<file path="src/rtl/vtp_pkg.sv">
// Shared types and constants for the vertex transform and projection block.
// Used by the row datapath, the divider cells and the top level.
package vtp_pkg;

  localparam int unsigned NumRegs    = 3;
  localparam int unsigned AddrWidth  = 5;
  localparam int unsigned DivBits    = 32;
  localparam int unsigned RowSumBits = 36;
  localparam int unsigned TransBits  = 21;

  localparam logic [15:0] HalfScreen = 16'd128;
  localparam logic [15:0] SatPos     = 16'h7fff;
  localparam logic [15:0] SatNeg     = 16'h8000;
  // Largest positive quotient that still fits after adding the screen offset.
  localparam logic [31:0] PosLimit   = 32'd32639;
  localparam logic [31:0] NegLimit   = 32'd32768;

  typedef enum logic [1:0] {
    RegRowX = 2'd0,
    RegRowY = 2'd1,
    RegRowZ = 2'd2,
    RegNone = 2'd3
  } reg_idx_e;

  typedef enum logic [1:0] {
    FaultOk   = 2'd0,
    FaultZero = 2'd1,
    FaultOvf  = 2'd2,
    FaultRsvd = 2'd3
  } fault_e;

  // Payload moving down the divider chain: both lanes share one divisor.
  typedef struct packed {
    logic [15:0] den;
    logic [15:0] rx;
    logic [15:0] ry;
    logic [31:0] nx;
    logic [31:0] ny;
    logic        qneg_x;
    logic        qneg_y;
    logic        nneg_x;
    logic        nneg_y;
    logic        zero;
    logic [15:0] depth;
  } div_t;

endpackage

</file>
<file path="src/rtl/vtp_div_cell.sv">
// One restoring divider cell: retires one quotient bit of both lanes.
// Depends on vtp_pkg.
module vtp_div_cell (
  input  logic          clk_i,
  input  logic          rst_ni,
  input  logic          valid_i,
  input  vtp_pkg::div_t d_i,
  output logic          valid_o,
  output vtp_pkg::div_t d_o
);
  import vtp_pkg::*;

  logic [16:0] shx, shy, den_w;
  logic        gex, gey;
  div_t        d_d;

  always_comb begin
    d_d   = d_i;
    den_w = {1'b0, d_i.den};
    shx   = {d_i.rx, d_i.nx[31]};
    shy   = {d_i.ry, d_i.ny[31]};
    gex   = shx >= den_w;
    gey   = shy >= den_w;
    d_d.rx = gex ? 16'(shx - den_w) : shx[15:0];
    d_d.ry = gey ? 16'(shy - den_w) : shy[15:0];
    // shift the dividend out and the quotient bit in
    d_d.nx = {d_i.nx[30:0], gex};
    d_d.ny = {d_i.ny[30:0], gey};
  end

  always_ff @(posedge clk_i or negedge rst_ni) begin
    if (!rst_ni) begin
      valid_o <= 1'b0;
    end else begin
      valid_o <= valid_i;
    end
  end

  always_ff @(posedge clk_i) begin
    d_o <= d_d;
  end

endmodule

</file>
<file path="config.mk">
export PLATFORM = sky130hd
export DESIGN_NAME = vtp_div_cell
export DESIGN_NICKNAME = d
export VERILOG_FILES = /design/src/rtl/vtp_pkg.sv /design/src/rtl/vtp_div_cell.sv
export SDC_FILE = /design/constraint.sdc
export NUM_CORES = 1
export LEC_CHECK = 0
export BUFFER_PORTS_ARGS = -buffer_cell sky130_fd_sc_hd__buf_4
export CORE_AREA = 5 5 97 122
export CTS_CLUSTER_SIZE = 40
export DETAILED_ROUTE_END_ITERATION = 6
export DIE_AREA = 0 0 102 127
export PLACE_DENSITY = 0.84
export REMOVE_ABC_BUFFERS = 1
export SETUP_SLACK_MARGIN = 0.1
export SLEW_MARGIN = 20
export SYNTH_ARGS = -nofsm -noshare
export SYNTH_HDL_FRONTEND = slang
export SYNTH_SLANG_ARGS = --single-unit
</file>
<file path="constraint.sdc">
create_clock -name clk_i -period 1.5 [get_ports clk_i]
set_clock_uncertainty 0.2 [all_clocks]
set_input_delay 0.225 -clock clk_i [delete_from_list [all_inputs] [get_ports clk_i]]
set_output_delay 0.225 -clock clk_i [all_outputs]
set_load 0.02 [all_outputs]
</file>
==> flow_summary.ini, run 1 <==
[clock_network]
cts_made_buffers = 17
htreeDepth = 4
hold_buffers = 132
clockBufferDepth = 2
postCtsSetupBuffers = 22
ctsRootBufferMaster = clkbuf_16
ctsResizeCount = 148
numClockSinks = 134

[floorplan]
row_count = 42
die_w_um = 102
io_pins = 270
initial_utilization_pct = 47.2
die_y_um = 127

[synth]
synth.area.top_cells = dfxtp_1, ha_1, mux2_2
synth_flop_cell = dfxtp_1
ys_seq_area_share_pct = 54.4
synth.distinct_cells = 63
synth_edf_count = 0
synth.largest_area_cell = dfxtp_1
synth_top_cell_area_share_pct = 53.9
async_flop_share_pct = 0.746
synth.avg_cell_area_um2 = 11.7
synth_seq_cells = 134
yosysWarnings = 0
synth_area_mm2 = 0.00494
syn_inst = 423

[status]
stop_stage = 4_1_cts
status = did not finish
error_line = [ERROR DPL-0038] Utilization greater than 100%, impossible to legalize

[placement]
placed_area_mm2 = 0.00770
dpl_worst_slack_ns = -1.08
hpwlAfterDp_um = 15800
gp_congestion = 0.981
io_buffers = 269
## cells in the mapped netlist (all sizes together) (3+ instances only)
cell type,instances
dfxtp,133
inv,33
ha,32
a21oi,25
mux2,22
nor2,16
nand2,14
o21ai,12
a21o,10
nand3,10
nor3,10
o21a,10
xor2,10
xnor2,9
mux2i,6
nand2b,6
buf,5
nor2b,5
a211o,4
a31oi,3
and2,3
nand4,3
nor3b,3
o22ai,3
## cells by family after synthesis
| family | synth area share [%] |
|---|---|
| buffers and inverters | 3.90 |
| AND/OR/NAND/NOR | 8.64 |
| flip-flops | 54.4 |
| multiplexers | 6.92 |
| XOR/XNOR | 3.37 |
| adder cells (fa/ha/maj) | 8.92 |
| AO/OA/AOI/OAI | 13.8 |
## metrics by stage
stage,cells,hold slack (ns),utilization (%)
2_1_floorplan,416,-0.271,-
3_3_place_gp,900,-0.200,73.6
3_5_place_dp,900,-0.196,73.6
==> run 2: changes to the inputs <==
Settings changed: CORE_AREA 5 5 97 122 to 5 5 118 120, CTS_CLUSTER_SIZE 40 to not set, DIE_AREA 0 0 102 127 to 0 0 123 125, PLACE_DENSITY 0.84 to not set, PLACE_DENSITY_LB_ADDON set to 0.15, SETUP_SLACK_MARGIN 0.1 to not set.
==> run 2 against run 1 <==
  * The flow now finishes, with violations (negative setup slack)
  * Synthesized area is the same
  * Synthesized cell count is the same
==> flow_summary.ini, run 2 <==
[grt]
antenna_found_initial = 0
grt_overflow_total = 0
grt_pass1_wl_um = 34300
grt_max_degree = 17
grt_pass1_vias = 5994
grt_usage_pct = 29.5

[layout]
layout.nets = 1113
insertedDiodeCount = 0
fill_cells = 674
syn_to_final_growth_pct = 115
reg_top3 = d_o: 133 flops, valid_o: 1 flops
final_common_cell = buf_4
largest_reg_flops = 133
drive_gt1_share_pct = 55.9
largest_register = d_o
final_cell_mix = buf_4, dlygate4sd3_1, dfxtp_1

[sta]
hold_slack_ns = 0.00306
timing.final.ws_setup_ns = -0.428
hold_viol = 0
max_freq_mhz = 519
slew_viol_final = 0
worstMarginPinSlew_ns = 0.312
rsz0062_at_grt = yes
finalCritPeriodShare_pct = 129
finalSetupViolCount = 34
slew_headroom_pct = 79.0
layout_min_cycle_time_ns = 1.93

[synth]
synth.avg_cell_area_um2 = 11.7
synth_top_family_by_area = compound AO/OA/AOI/OAI gates
synth_compound_area_share_pct = 13.8
yosys.area_share.simple_pct = 8.64
synth.distinct_cells = 63
synth_area_mm2 = 0.00494
synth_seq_cells = 134
synth-xor-area-share_pct = 3.37
syn_inst = 423
yosysWarnings = 0
ys_seq_area_share_pct = 54.4
synth_top_cell_area_share_pct = 53.9
synthMuxAreaShare_pct = 6.92
synth.area.top_cells = dfxtp_1, ha_1, mux2_2
synth_edf_count = 0
synthTopCellsByCount = dfxtp_1, inv_1, ha_1
async_flop_share_pct = 0.746
synth_flop_cell = dfxtp_1
synth.largest_area_cell = dfxtp_1
synth.most_common_cell = dfxtp_1
yosys.area_share.adder_pct = 8.92

[pwr]
p_leak_nw = 4.97
comb_power_share_pct = 28.6
p_clk_share_pct = 37.6
ir_drop_v = 0.000612
power.density_mw_per_mm2 = 1120
switching_share_pct = 29.5
p_sw_mw = 3.51
p_int_mw = 8.39
pwr-share-seq_pct = 33.8

[clock_network]
cts_made_buffers = 17
tritoncts = built
clk_pin_slew_ns = 0.07
htreeDepth = 4
clockBufferDepth = 2
ctsRootBufferMaster = clkbuf_16
numClockSinks = 134

[setup_path]
start_kind = primary input
required_ns = 1.61
cp.arrival_ns = 2.04
crit_fanout = 7
critPathKind = in -> reg
endpoint = d_o[114]
worstPathCellList = buf_4 -> inv_2 -> ha_1 -> buf_4 -> nand3_4 -> nor3_2 -> a21oi_2 -> inv_2 -> a41oi_4 -> buf_6 -> mux2_4
max_stage_delay_ns = 0.30
end_kind = flop
slowest_stage = mux2_4
cp-startpoint = d_i[129]

[drt]
dr.pass1.iters = 7
drt_iter0_markers = 236
wl_per_cell_um = 20.8
routed_via_density = 4.78
vias = 5409
wirelength_um = 23500
antenna_left = 0
drc_errors = 0

[floorplan]
initial_utilization_pct = 38.3
row_count = 42
die_y_um = 125
core_mm2 = 0.0129
fp.dieArea_mm2 = 0.0154
io_pins = 270
die_w_um = 123

[worst_hold_path]
hold_depth = 3
min_path_type = in -> reg

[flow_run]
drv_cap = 0

[placement]
gp_congestion = 0.831
hpwlAfterDp_um = 13700
dpl_worst_slack_ns = -1.05
io_buffers = 269

[status]
status = finished with violations
failed_checks = negative setup slack
==> run 2: cell counts after synthesis <==
No cell type changed its count.
==> run 2: worst min-delay path by stage <==
stage | end | startpoint
3_5_place_dp | valid_o | rst_ni
3_3_place_gp | valid_o | rst_ni
6_report | d_o[95] | d_i[94]
2_1_floorplan | valid_o | rst_ni
5_1_grt | d_o[95] | d_i[94]
4_1_cts | d_o[124] | d_i[124]
==> run 2: timing repair <==
item | 4_1_cts | 5_1_grt
hold endpoints to repair | 132 | 1
setup endpoints to repair | 34 | 34
buffers inserted | 9 | 3
gates cloned | 1 | 0
hold buffers | 134 | 1
gates resized for setup | 132 | 36
pin swaps | 32 | 12
==> run 2: cell type report <==
type,instances,area [µm²],area share [%]
Multi-Input combinational cell,250,2680,25.3
Sequential cell,134,2690,25.3
Clock buffer,17,425,4.00
Inverter,33,164,1.54
Timing Repair Buffer,507,4250,40.0
Tap cell,176,220,2.07
Clock inverter,15,195,1.84
==> run 2: per-stage QoR <==
step                      utilization (%)  instance area [µm²]  std cells  setup TNS [ns]  power (mW)
after floorplan                         -                 4870        416          -27.55        5.32
final                                82.5                10600       1132          -12.58        11.9
after detailed placement             60.5                 7790        952          -32.90        6.64
after CTS                            81.0                10400       1128           -9.59        11.7
after global placement               60.5                 7790        952          -32.32        6.60
after global routing                 82.5                10600       1132          -13.46        12.3
==> run 2: kinds of logic after synthesis <==
kind of cell / count (synthesis)
fa+ha+maj: 34
flops: 134
buf+inv: 40
simple gates: 80
mux: 28
xor+xnor: 19
compound gates: 88
==> run 2: critical path: cells and delay by family <==
family | cells | cell delay (ns)
buffers and inverters | 5 | 0.65
AO/OA/AOI/OAI | 2 | 0.45
multiplexers | 1 | 0.30
adder cells (fa/ha/maj) | 1 | 0.27
AND/OR/NAND/NOR | 2 | 0.14
==> run 2: power groups by stage <==
stage	logic, mW	clock network, mW	registers (mW)
CTS	3.20	4.47	4.00
global placement	2.53	0	4.07
finish	3.40	4.47	4.02
detailed placement	2.58	0	4.07
floorplan	0.843	0	4.48
global route	3.57	4.71	4.04
==> run 2: per-layer routing <==
layer  vias up  part of all wire (%)  wire, µm  track usage (%)
met5         -                     0         0                0
met4         0                   5.2      1220             14.5
met3        74                   8.1      1910             10.3
met2       241                    50     11700             51.0
met1      2559                    37      8690             31.7
li1       2535                     -         -                -
(Power assumes the default switching activity.)
