===== src/rtl/vtp_pkg.sv =====
// Shared types and constants for the vertex transform and projection block.
// Used by the row datapath, the divider cells and the top level.
package vtp_pkg;

  localparam int unsigned NumRegs    = 3;
  localparam int unsigned AddrWidth  = 5;
  localparam int unsigned DivBits    = 32;
  localparam int unsigned RowSumBits = 36;
  localparam int unsigned TransBits  = 21;

  localparam logic [15:0] HalfScreen = 16'd128;
  localparam logic [15:0] SatPos     = 16'h7fff;
  localparam logic [15:0] SatNeg     = 16'h8000;
  // Largest positive quotient that still fits after adding the screen offset.
  localparam logic [31:0] PosLimit   = 32'd32639;
  localparam logic [31:0] NegLimit   = 32'd32768;

  typedef enum logic [1:0] {
    RegRowX = 2'd0,
    RegRowY = 2'd1,
    RegRowZ = 2'd2,
    RegNone = 2'd3
  } reg_idx_e;

  typedef enum logic [1:0] {
    FaultOk   = 2'd0,
    FaultZero = 2'd1,
    FaultOvf  = 2'd2,
    FaultRsvd = 2'd3
  } fault_e;

  // Payload moving down the divider chain: both lanes share one divisor.
  typedef struct packed {
    logic [15:0] den;
    logic [15:0] rx;
    logic [15:0] ry;
    logic [31:0] nx;
    logic [31:0] ny;
    logic        qneg_x;
    logic        qneg_y;
    logic        nneg_x;
    logic        nneg_y;
    logic        zero;
    logic [15:0] depth;
  } div_t;

endpackage


===== src/rtl/vtp_row.sv =====
// One matrix row in Winograd form: products, then row sum and translation.
// Depends on vtp_pkg.
module vtp_row (
  input  logic                            clk_i,
  input  logic [63:0]                     row_i,
  input  logic signed [15:0]              x_i,
  input  logic signed [15:0]              y_i,
  input  logic signed [15:0]              z_i,
  input  logic signed [31:0]              xy_i,
  output logic signed [vtp_pkg::RowSumBits-1:0] sum_o,
  output logic signed [vtp_pkg::TransBits-1:0]  trans_o
);
  import vtp_pkg::*;

  logic signed [15:0] a, b, c, tw;
  logic signed [16:0] ay, bx;
  logic signed [33:0] p1_d, p1_q;
  logic signed [31:0] p2_d, p2_q;
  logic signed [31:0] pab_d, pab_q;
  logic signed [RowSumBits-1:0] sum_d;
  logic signed [TransBits-1:0]  trans_d;

  assign a  = row_i[15:0];
  assign b  = row_i[31:16];
  assign c  = row_i[47:32];
  assign tw = row_i[63:48];

  always_comb begin
    ay    = 17'(a) + 17'(y_i);
    bx    = 17'(b) + 17'(x_i);
    p1_d  = 34'(ay) * 34'(bx);
    p2_d  = 32'(c) * 32'(z_i);
    pab_d = 32'(a) * 32'(b);
  end

  always_ff @(posedge clk_i) begin
    p1_q  <= p1_d;
    p2_q  <= p2_d;
    pab_q <= pab_d;
  end

  always_comb begin
    sum_d   = RowSumBits'(p1_q) + RowSumBits'(p2_q) - RowSumBits'(xy_i);
    // drop the a*b term, kept in 8.12 form
    trans_d = TransBits'(tw) - TransBits'(pab_q >>> 12);
  end

  always_ff @(posedge clk_i) begin
    sum_o   <= sum_d;
    trans_o <= trans_d;
  end

endmodule


===== config.mk =====
export PLATFORM = sky130hd
export DESIGN_NAME = vtp_row
export DESIGN_NICKNAME = d
export VERILOG_FILES = /design/src/rtl/vtp_pkg.sv /design/src/rtl/vtp_row.sv
export SDC_FILE = /design/constraint.sdc
export NUM_CORES = 2
export LEC_CHECK = 0
export ABC_AREA = 0
export BUFFER_PORTS_ARGS = -buffer_cell sky130_fd_sc_hd__buf_2
export CAP_MARGIN = 30
export CELL_PAD_IN_SITES_DETAIL_PLACEMENT = 1
export CELL_PAD_IN_SITES_GLOBAL_PLACEMENT = 1
export CORE_AREA = 8 8 475 337
export DETAILED_ROUTE_END_ITERATION = 12
export DIE_AREA = 0 0 483 345
export GPL_TIMING_DRIVEN = 0
export PLACE_DENSITY_LB_ADDON = 0.1
export SYNTH_ARGS = -nofsm -noshare
export SYNTH_HDL_FRONTEND = slang
export SYNTH_SLANG_ARGS = --single-unit

===== constraint.sdc =====
create_clock -name clk_i -period 23.9 [get_ports clk_i]
set_clock_uncertainty 0.15 [all_clocks]
set_input_delay 2.39 -clock clk_i [delete_from_list [all_inputs] [get_ports clk_i]]
set_output_delay 2.39 -clock clk_i [all_outputs]
set_load 0.05 [all_outputs]

=== After elaboration in Yosys (flattened, before gate mapping) ===
Index checks and enable logic that the tools add are counted.

* Input bits: 145
* Bits in read-only memories: 0
* Memories: 0
* Output and inout bits: 57
* Bits in latches: 0
* Word-level logic and storage cells: 13
* Flip-flop bits (word level): 155
* Bits in writable memories: 0

* Shift-type cells: 0
* Div/mod/pow operators: 0
* Add/sub/neg operators: 5
* Multiply operators: 3
* Muxes and demuxes: 0
* Reduce and logical (&&, ||, !) cells: 0
* Magnitude comparators: 0
* Bitwise logic cells: 0
* Eq/ne operators: 0

{| class="wikitable"
|+ Operator list
! cell !! number
|-
| $mul 16x16->32 || 2
|-
| $sub 35x32->36 || 1
|-
| $add 34x32->35 || 1
|-
| $add 16x16->17 || 2
|-
| $mul 17x17->34 || 1
|-
| $sub 16x20->21 || 1
|}

=== Depth between registers and ports, before layout ===
* Depth in word-level cells: 2
* Mapped depth: 34
* Depth with buffers taken out: 33

=== Worst setup path before layout ===
OpenSTA, ideal clock, no wires.

* Path type: input port to flip-flop
* Start: input port row_i[0]
* End: register p1_q[32]
* Library setup time: 95 ps
* Path slack: 13839 ps
* Cell stages on the path: 31
* Buffers on the path: 1
* Arrival: 9815 ps
* Data required time: 23655 ps
* Cell sequence: ha_1 -> fa_1 -> a21o_1 -> a21oi_2 -> o21bai_1 -> a21oi_2 -> o21ai_1 -> a21o_1 -> a21oi_1 -> xnor2_1 -> clkbuf_1 -> nand2_1 -> fa_1 -> inv_1 -> fa_1 -> inv_1 -> fa_1 -> fa_1 -> inv_1 -> fa_1 -> fa_1 -> ha_1 -> a21o_1 -> a21o_1 -> a21o_1 -> a21oi_1 -> o21ai_1 -> a211oi_1 -> or4_4 -> and2_1 -> o311ai_1

* Cells in the longest elaborated chain, start to end: 2

{| class="wikitable"
|+ Ends and longest elaborated chain
! item !! RTL line !! source
|-
| start, declared || vtp_row.sv:5 || <nowiki>input logic [63:0] row_i,</nowiki>
|-
| $add 16x16->17 || vtp_row.sv:29 || <nowiki>ay = 17'(a) + 17'(y_i);</nowiki>
|-
| $mul 17x17->34 || vtp_row.sv:31 || <nowiki>p1_d = 34'(ay) * 34'(bx);</nowiki>
|-
| named net p1_d[32] || vtp_row.sv:17 || <nowiki>logic signed [33:0] p1_d, p1_q;</nowiki>
|-
| end signal, assigned || vtp_row.sv:37 || <nowiki>p1_q <= p1_d;</nowiki>
|-
| end, declared || vtp_row.sv:17 ||
|}

The timed path passes the listed nets, and every way through them passes these cells.

=== Worst setup path in the final report ===
* Start: input port row_i[17]
* End: register p1_q[33]

* Cells in the longest elaborated chain, start to end: 2

{| class="wikitable"
|+ Ends and longest elaborated chain
! item !! RTL line !! source
|-
| $add 16x16->17 || vtp_row.sv:30 || <nowiki>bx = 17'(b) + 17'(x_i);</nowiki>
|-
| $mul 17x17->34 || vtp_row.sv:31 ||
|-
| named net p1_d[33] || vtp_row.sv:17 ||
|}

The timed path passes the listed nets, and every way through them passes these cells.

==> Flow_metrics.wiki <==
{| class="wikitable"
! Metric !! Value
|-
| Result of the run || finished, final reports clean
|-
| Post-CTS setup buffer count || 0
|-
| Largest net degree at the start of global routing || 17
|-
| Root cell of the clock tree || sky130_fd_sc_hd__clkbuf_16
|-
| CP Class || input pin to flip-flop
|-
| Syn Area/Cell || 9.14 um2
|-
| Endpoints failing hold || 0
|-
| CTS H-tree depth || 4
|-
| Post-CTS Resized || 0
|-
| Number of buffers created by CTS || 17
|-
| Pre-Repair DR Iteration Count || 6
|-
| Clock tree from TritonCTS || built
|-
| Shortest clock period the worst path allows after layout || 12.26 ns
|-
| Remaining global-route overflow || 0
|-
| Cell seen most often among critical-path stages || sky130_fd_sc_hd__fa_1
|-
| CTS Hold Buffers Added || 0
|-
| Antenna violations before repair || 17
|-
| Cell with the largest stage delay on the worst path || sky130_fd_sc_hd__nor3_1
|-
| Post-Synthesis Cells || 4143
|-
| Layer with the highest usage after global routing || met1
|-
| Antenna Violating Nets Remaining || 0
|-
| Cell type with the highest aggregate area in the netlist || sky130_fd_sc_hd__fa_1
|-
| Most frequent cells after synthesis || sky130_fd_sc_hd__inv_1 (1062), sky130_fd_sc_hd__fa_1 (856), sky130_fd_sc_hd__nand2_1 (484)
|-
| Data required time at the worst endpoint || 24.17 ns
|-
| Area of the mapped netlist || 37900 um2
|-
| Met2 Usage GRT || 22.3%
|-
| Total routed wirelength || 131 mm
|-
| Clock network latency to the later pin of the worst-skew pair || 0.50 ns
|-
| Final-layout setup total negative slack || 0 ns
|-
| Setup Viol. Count Final || 0
|-
| Final Hold Slack || 0.344 ns
|-
| Proportion of synthesized flip-flops having asynchronous set or reset || 0%
|-
| Synth area leaders || sky130_fd_sc_hd__fa_1 (45%), sky130_fd_sc_hd__ha_1 (11%), sky130_fd_sc_hd__inv_1 (11%), sky130_fd_sc_hd__dfxtp_1 (7.6%), sky130_fd_sc_hd__nand2_1 (4.8%)
|-
| Drt drc || 0
|-
| Final weighted congestion in routability-driven placement || 0.803
|-
| Max Transition Viols Final || 0
|-
| Via density || 4.27
|-
| Max_cap viols || 0
|-
| Height of the die || 345 um
|-
| Final HPWL from detailed placement || 117 mm
|-
| Arrival time at the worst endpoint || 12.53 ns
|-
| Fraction of post-synthesis cell area in the top cell type by area || 45.2%
|-
| Most common cell in the netlist || sky130_fd_sc_hd__inv_1
|-
| Port bufs || 201
|-
| Overall die area || 167000 um2
|-
| Via count of the first global-routing pass || 30700
|-
| Slew at the pin with the worst max-slew slack || 1.23 ns
|-
| Min-delay worst type || flip-flop to flip-flop
|-
| GR Util met1 || 25.3%
|-
| Synthesis-stage register bit count || 143
|-
| I/O pin total || 202
|-
| Tcrit/Tclk final || 51.3%
|-
| CTS sink cnt || 143
|-
| Number of nets produced by synthesis || 5478
|-
| Effective utilization at floorplan || 24.9%
|-
| Portion of the post-synthesis area used by sequential elements || 7.56%
|-
| Row Count || 120
|-
| First-pass GRT wire length || 202 mm
|-
| Count of flip-flops with a built-in enable after synthesis || 0
|-
| Worst-path fanout max || 10
|-
| Post-CTS clock slew at the launch and capture registers of the worst setup and hold paths || 0.07 ns
|-
| Clock buffer depth || 2
|-
| Kind of end point of the critical path || flip-flop
|-
| Global Route Usage Sum || 15.9%
|-
| Area growth from synthesis to layout || 11.3%
|-
| Met3 Use GR || 2.86%
|-
| Number of distinct standard cells referenced by the synthesized netlist || 81
|-
| Fraction of layout cells with a size suffix above 1 || 6.78%
|-
| Total Nets Final || 5718
|-
| RSZ-0062 raised after global routing || false
|-
| Width of the die || 483 um
|-
| Maximum clock frequency || 0.0816 GHz
|-
| Peak per-stage delay on the critical path || 0.79 ns
|-
| Slew margin rel. || 17.7%
|-
| Yosys warnings || 0
|-
| Top_reg_cell synth || sky130_fd_sc_hd__dfxtp_1
|-
| Startpoint kind of the worst setup timing path || input pin
|-
| Fillers || 17900
|-
| Detailed router's first-iteration violation count || 1179
|-
| Routed length per placed instance || 20.4 um
|-
| Routed vias || 27400
|-
| Area inside the core boundary || 152000 um2
|}
## logic make-up after synthesis
family	synth area share, %
mux	0.135
compound gates	6.35
fa+ha+maj	56.3
xor+xnor	3.86
buf+inv	11.6
simple gates	14.2
flops	7.56
## registers in the layout (all words and copies together), names as in the netlist
name     cells
trans_o     21
p2_q        32
pab_q       20
sum_o       36
p1_q        34
## placed cells by master, fill, tap and decap left out, types with 34 or more instances in the layout
| master | n |
|---|---|
| sky130_fd_sc_hd__a21o_1 | 52 |
| sky130_fd_sc_hd__a21oi_1 | 100 |
| sky130_fd_sc_hd__and2_1 | 243 |
| sky130_fd_sc_hd__buf_2 | 209 |
| sky130_fd_sc_hd__clkbuf_1 | 94 |
| sky130_fd_sc_hd__dfxtp_1 | 143 |
| sky130_fd_sc_hd__fa_1 | 856 |
| sky130_fd_sc_hd__ha_1 | 334 |
| sky130_fd_sc_hd__inv_1 | 1062 |
| sky130_fd_sc_hd__nand2_1 | 484 |
| sky130_fd_sc_hd__nand2b_1 | 53 |
| sky130_fd_sc_hd__nor2_1 | 146 |
| sky130_fd_sc_hd__nor2b_1 | 38 |
| sky130_fd_sc_hd__nor3_1 | 44 |
| sky130_fd_sc_hd__o21ai_0 | 37 |
| sky130_fd_sc_hd__xnor2_1 | 130 |
| sky130_fd_sc_hd__xor2_1 | 34 |
## worst max-delay path, delay by kind of cell
| kind | cells | cell delay [ns] |
|---|---|---|
| xor+xnor | 1 | 0.57 |
| buf+inv | 7 | 1.80 |
| simple gates | 8 | 2.16 |
| compound gates | 6 | 1.32 |
| mux | 1 | 0.21 |
| fa+ha+maj | 8 | 4.07 |
## cell type report
class                      instances  area [um2]  area share [%]
clock inverter                    15         148           0.350
sequential                       143        2860            6.79
multi-input combinational       2835       30600            72.6
timing repair buffer             221        1160            2.75
buffer                           103         399           0.946
tap                             2013        2520            5.97
antenna                           14        35.0          0.0831
inverter                        1062        3990            9.45
clock buffer                      17         425            1.01
## per-layer routing
metal,part of all wire [%],vias to the layer above
met4,1.3,0
met1,55,14100
met3,4.5,58
li1,-,12800
met5,0,-
met2,39,410
## worst paths after layout
kind / slack [ns] / cells after the start / to / startpoint
max: 11.64 / 31 / p1_q[33] / row_i[17]
min: 0.34 / 1 / sum_o[0] / p1_q[0]
max reg2reg: 20.00 / 13 / sum_o[33] / p2_q[1]
min reg2reg: 0.34 / 1 / sum_o[0] / p1_q[0]
## through the flow
stage	setup slack [ns]	area (um2)	instances	utilization (%)
finish	11.64	42200	6423	27.7
global route	11.07	42200	6416	27.7
global placement	10.69	41400	6357	27.2
detailed placement	11.20	41600	6376	27.3
CTS	11.72	42100	6408	27.7
floorplan	13.84	37900	4143	-
Power is left out: the tool's default activity adds up to more than one toggle a clock period on the data nets, which glitch-free logic cannot reach.
